**src/sv/mtp_pkg.sv**
```systemverilog
// Shared types and constants for the MT19937 generator.
// Used by mtp_word_unit and mersenne_twister_prng; depends on nothing else.
package mtp_pkg;

    localparam int STATE_WORDS  = 624;
    localparam int TWIST_OFFSET = 397;
    localparam int ADDR_W       = 10;
    localparam int WORD_W       = 32;

    typedef logic [ADDR_W-1:0] addr_t;
    typedef logic [WORD_W-1:0] word_t;

    localparam addr_t LAST_ADDR   = addr_t'(STATE_WORDS - 1);
    localparam addr_t WORDS_ADDR  = addr_t'(STATE_WORDS);
    localparam addr_t FAR_SPLIT   = addr_t'(STATE_WORDS - TWIST_OFFSET);
    localparam addr_t FAR_FORWARD = addr_t'(TWIST_OFFSET);

    localparam word_t SEED_MULT  = 32'h41c6_4e6d;
    localparam word_t SEED_ADD   = 32'h0000_6073;
    localparam word_t MATRIX_A   = 32'h9908_b0df;
    localparam word_t TEMPER_B   = 32'h9d2c_5680;
    localparam word_t TEMPER_C   = 32'hefc6_0000;
    localparam word_t UPPER_BIT  = 32'h8000_0000;
    localparam word_t LOWER_BITS = 32'h7fff_ffff;

    // Request kinds carried in tuser
    localparam logic REQ_SEED = 1'b0;
    localparam logic REQ_NEXT = 1'b1;

    // Operation codes of the shared word unit
    typedef logic [1:0] unit_op_t;
    localparam unit_op_t OP_SEED   = 2'd0;
    localparam unit_op_t OP_TWIST  = 2'd1;
    localparam unit_op_t OP_TEMPER = 2'd2;

    // Operand bundle handed to the word unit
    typedef struct packed {
        unit_op_t op;
        word_t    a;
        word_t    b;
        word_t    c;
    } unit_req_t;

endpackage

```
**src/sv/mtp_word_unit.sv**
```systemverilog
// Shared word unit: seed recurrence step, twist of one word, tempering.
// Depends on mtp_pkg.
module mtp_word_unit
    import mtp_pkg::*;
(
    input  unit_req_t req,
    output word_t     result
);

    word_t y;
    word_t t1;
    word_t t2;
    word_t t3;
    word_t prod;

    always_comb begin
        prod   = req.a * SEED_MULT;
        y      = (req.a & UPPER_BIT) | (req.b & LOWER_BITS);
        t1     = req.a ^ (req.a >> 11);
        t2     = t1 ^ ((t1 << 7) & TEMPER_B);
        t3     = t2 ^ ((t2 << 15) & TEMPER_C);
        // select the operation
        case (req.op)
            OP_SEED: begin
                result = prod + SEED_ADD;
            end
            OP_TWIST: begin
                result = req.c ^ (y >> 1) ^ (y[0] ? MATRIX_A : '0);
            end
            OP_TEMPER: begin
                result = t3 ^ (t3 >> 18);
            end
            default: begin
                result = '0;
            end
        endcase
    end

endmodule
```
**config.mk**
```make
export PLATFORM = sky130hd
export DESIGN_NAME = mtp_word_unit
export DESIGN_NICKNAME = d
export VERILOG_FILES = /design/src/sv/mtp_pkg.sv /design/src/sv/mtp_word_unit.sv
export SDC_FILE = /design/constraint.sdc
export NUM_CORES = 1
export LEC_CHECK = 0
export ABC_CLOCK_PERIOD_IN_PS = 14220
export BUFFER_PORTS_ARGS = -buffer_cell sky130_fd_sc_hd__buf_2
export CAP_MARGIN = 20
export CORE_MARGIN = 2
export CORE_UTILIZATION = 30
export DETAILED_ROUTE_END_ITERATION = 8
export GPL_TIMING_DRIVEN = 0
export PLACE_DENSITY = 0.57
export SLEW_MARGIN = 10
export SYNTH_ARGS = -nofsm -noshare
export SYNTH_HDL_FRONTEND = slang
export SYNTH_SLANG_ARGS = --single-unit
```
**constraint.sdc**
```tcl
create_clock -name vclk -period 14.22
set_input_delay 0 -clock vclk [all_inputs]
set_output_delay 0 -clock vclk [all_outputs]
set_load 0.005 [all_outputs]
```
==> results.sh <==
export IMPL_synth_area_top_cells="fa_1 35%, ha_1 24%, inv_1 13%"
export IMPL_postPlaceCellArea_um2=12060
export IMPL_grt_pass1_wl_um=50010
export IMPL_dieArea_um2=37720
export IMPL_place_gp_congestion=0.9262
export IMPL_crit_path_frequent_cell="fa_1"
export IMPL_hold_violations=0
export IMPL_via_per_inst=4.609
export IMPL_clock_buffers=0
export IMPL_coreArea_um2=35570
export IMPL_antenna_found_initial=0
export IMPL_n_fill_cell=3785
export IMPL_start_util_pct=30.52
export IMPL_die_w_um=194.2
export IMPL_cap_violations=0
export IMPL_multi_input_area_um2=9339
export IMPL_avgSynthCellArea_um2=8.905
export IMPL_post_synth_fa_ha_maj_area_fraction_pct=58.53
export IMPL_cp_end_kind="output pin"
export IMPL_io_buffers=126
export IMPL_crit_path_start_kind="input pin"
export IMPL_worst_path_max_fanout=10
export IMPL_cp_arrival_ns=7.09
export IMPL_final_nets=1840
export IMPL_cts_hold_buf=0
export IMPL_dp_hpwl_um=29200
export IMPL_grt_max_degree=16
export IMPL_synth_simple_area_share_pct=4.876
export IMPL_finalMaxSlewViolations=0
export IMPL_grt_usage_pct=17.20
export IMPL_drt_iter0_drc=356
export IMPL_nFlopsAndLatches=0
export IMPL_min_path_type="in2out"
export IMPL_rsz0062_at_grt="false"
export IMPL_maxSlewHeadroom_pct=53.17
export IMPL_drc=0
export IMPL_critPathKind="in2out"
export IMPL_synth_compound_area_share_pct=9.209
export IMPL_netlist_area_um2=10860
export IMPL_wl_per_cell_um=17.81
export IMPL_firstDrtPassIters=4
export IMPL_critPathRequiredTime_ns=14.22
export IMPL_cp_slowest_cell="xor2_1"
export IMPL_cp_startpoint="req[69]"
export IMPL_ant_nets=0
export IMPL_drt_total_wl_um=32160
export IMPL_synth_top_area_share_pct=34.67
export IMPL_drive_gt1_share_pct=11.15
export IMPL_endpoint="result[31]"
export IMPL_synth_top_cells_by_count="384 x inv_1, 207 x ha_1, 188 x fa_1"
export IMPL_fin_crit_sh_pct=49.87
export IMPL_synth_top_family_by_area="adder cells"
export IMPL_synth_xor_area_share_pct=13.14
export IMPL_grt_pass1_vias=8972
export IMPL_stdcell_area_um2=12060
export IMPL_setup_tns_ns=0
export IMPL_syn_nets=1712
export IMPL_yosysUniqueCellTypes=59
export IMPL_via_count=8324
export IMPL_num_rows=69
export IMPL_seq_area_um2=0
export IMPL_area_growth_synth_to_final_pct=11.12
export IMPL_setup_violations=0
export IMPL_max_stage_delay_ns=0.52
export IMPL_synthMuxAreaShare_pct=0.2766
export IMPL_diodes=0
export IMPL_yosysMostFrequentCell="inv_1"
export IMPL_fmax_ghz=0.1410
export IMPL_yosysTopAreaCell="fa_1"
export IMPL_die_h_um=194.2
export IMPL_cts_resized=0
export IMPL_netlist_instances=1219
export IMPL_postCtsSetupRepairBufs=0
export IMPL_synth_yosys_warnings=0
export IMPL_status="finished, final reports clean"
export IMPL_worst_slew_pin_slew_ns=0.6974
export IMPL_overflow=0
export IMPL_min_period_ns=7.091
export IMPL_ys_seq_area_share_pct=0
export IMPL_num_io_pins=130
cell usage in the layout (no fill, tap or decap), types with 2 or more instances in the layout:
cell / Yosys / layout
nand4_1: 2 / 2
a21boi_0: 2 / 2
o211ai_1: 3 / 3
ha_1: 207 / 207
o22ai_1: 15 / 15
buf_2: 2 / 128
o21ai_0: 25 / 25
nor2_1: 32 / 32
a21boi_1: 2 / 2
o21a_1: 4 / 4
a211oi_1: 6 / 6
a211o_1: 2 / 2
nand2b_1: 8 / 8
a22oi_1: 2 / 2
o31a_1: 3 / 3
a21o_2: 2 / 2
o21ai_1: 4 / 4
or2_2: 3 / 3
o21bai_1: 3 / 3
xnor2_1: 116 / 116
clkbuf_1: 14 / 14
mux2i_1: 3 / 3
a21oi_1: 43 / 43
a21o_1: 7 / 7
and3_1: 4 / 4
inv_1: 384 / 384
o221ai_1: 5 / 5
and2_1: 2 / 2
a221oi_2: 2 / 2
nor2b_1: 5 / 5
xor2_1: 45 / 45
o22a_1: 2 / 2
o21ai_2: 4 / 4
fa_1: 188 / 188
nand3_1: 2 / 2
nor3_1: 6 / 6
nand2_1: 38 / 38
per-layer routing:
metal / vias up / wire length (um) / global-route usage, %
met2: 197 / 16010 / 30.43
met5: - / 0 / 0
met4: 0 / 523 / 2.441
li1: 3966 / - / -
met3: 24 / 1583 / 1.687
met1: 4137 / 14040 / 23.16
per-stage QoR:
step                      instances  utilization [%]  setup slack (ns)  hold slack, ns
after global placement         1806            33.91             7.168          0.3799
after detailed placement       1806            33.91             7.108          0.3736
after CTS                      1806            33.91             7.109          0.3789
after floorplan                1219                -             8.623          0.1579
final                          1806            33.91             7.129          0.3723
after global routing           1806            33.91             6.786          0.3951
kinds of logic after synthesis:
family | Yosys count
adders and majority gates | 395
muxes | 3
xor gates and xnor gates | 162
buffers and inverters | 402
and+or+nand+nor | 111
AOI/OAI and AO/OA | 146
worst max-delay path: cells and delay by family:
kind / cells / cell delay (ns)
xor+xnor: 2 / 0.73
compound gates: 5 / 1.07
simple gates: 3 / 0.54
fa+ha+maj: 9 / 3.94
buf+inv: 7 / 0.79
cell type report:
class | instances | share of cell area, %
multi-input combinational | 817 | 77.42
inverter | 384 | 11.95
timing repair buffer | 126 | 5.228
tap | 461 | 4.782
buffer | 18 | 0.6223
worst min path at each step:
stage               depth (start not counted)  startpoint         end
finish                                      4      req[7]   result[7]
CTS                                         4      req[7]   result[7]
detailed placement                          4      req[7]   result[7]
floorplan                                   2      req[7]   result[7]
global route                                4     req[58]  result[25]
global placement                            4      req[2]   result[2]
Power is left out: the tool's default activity adds up to more than one toggle a clock period on the data nets, which glitch-free logic cannot reach.
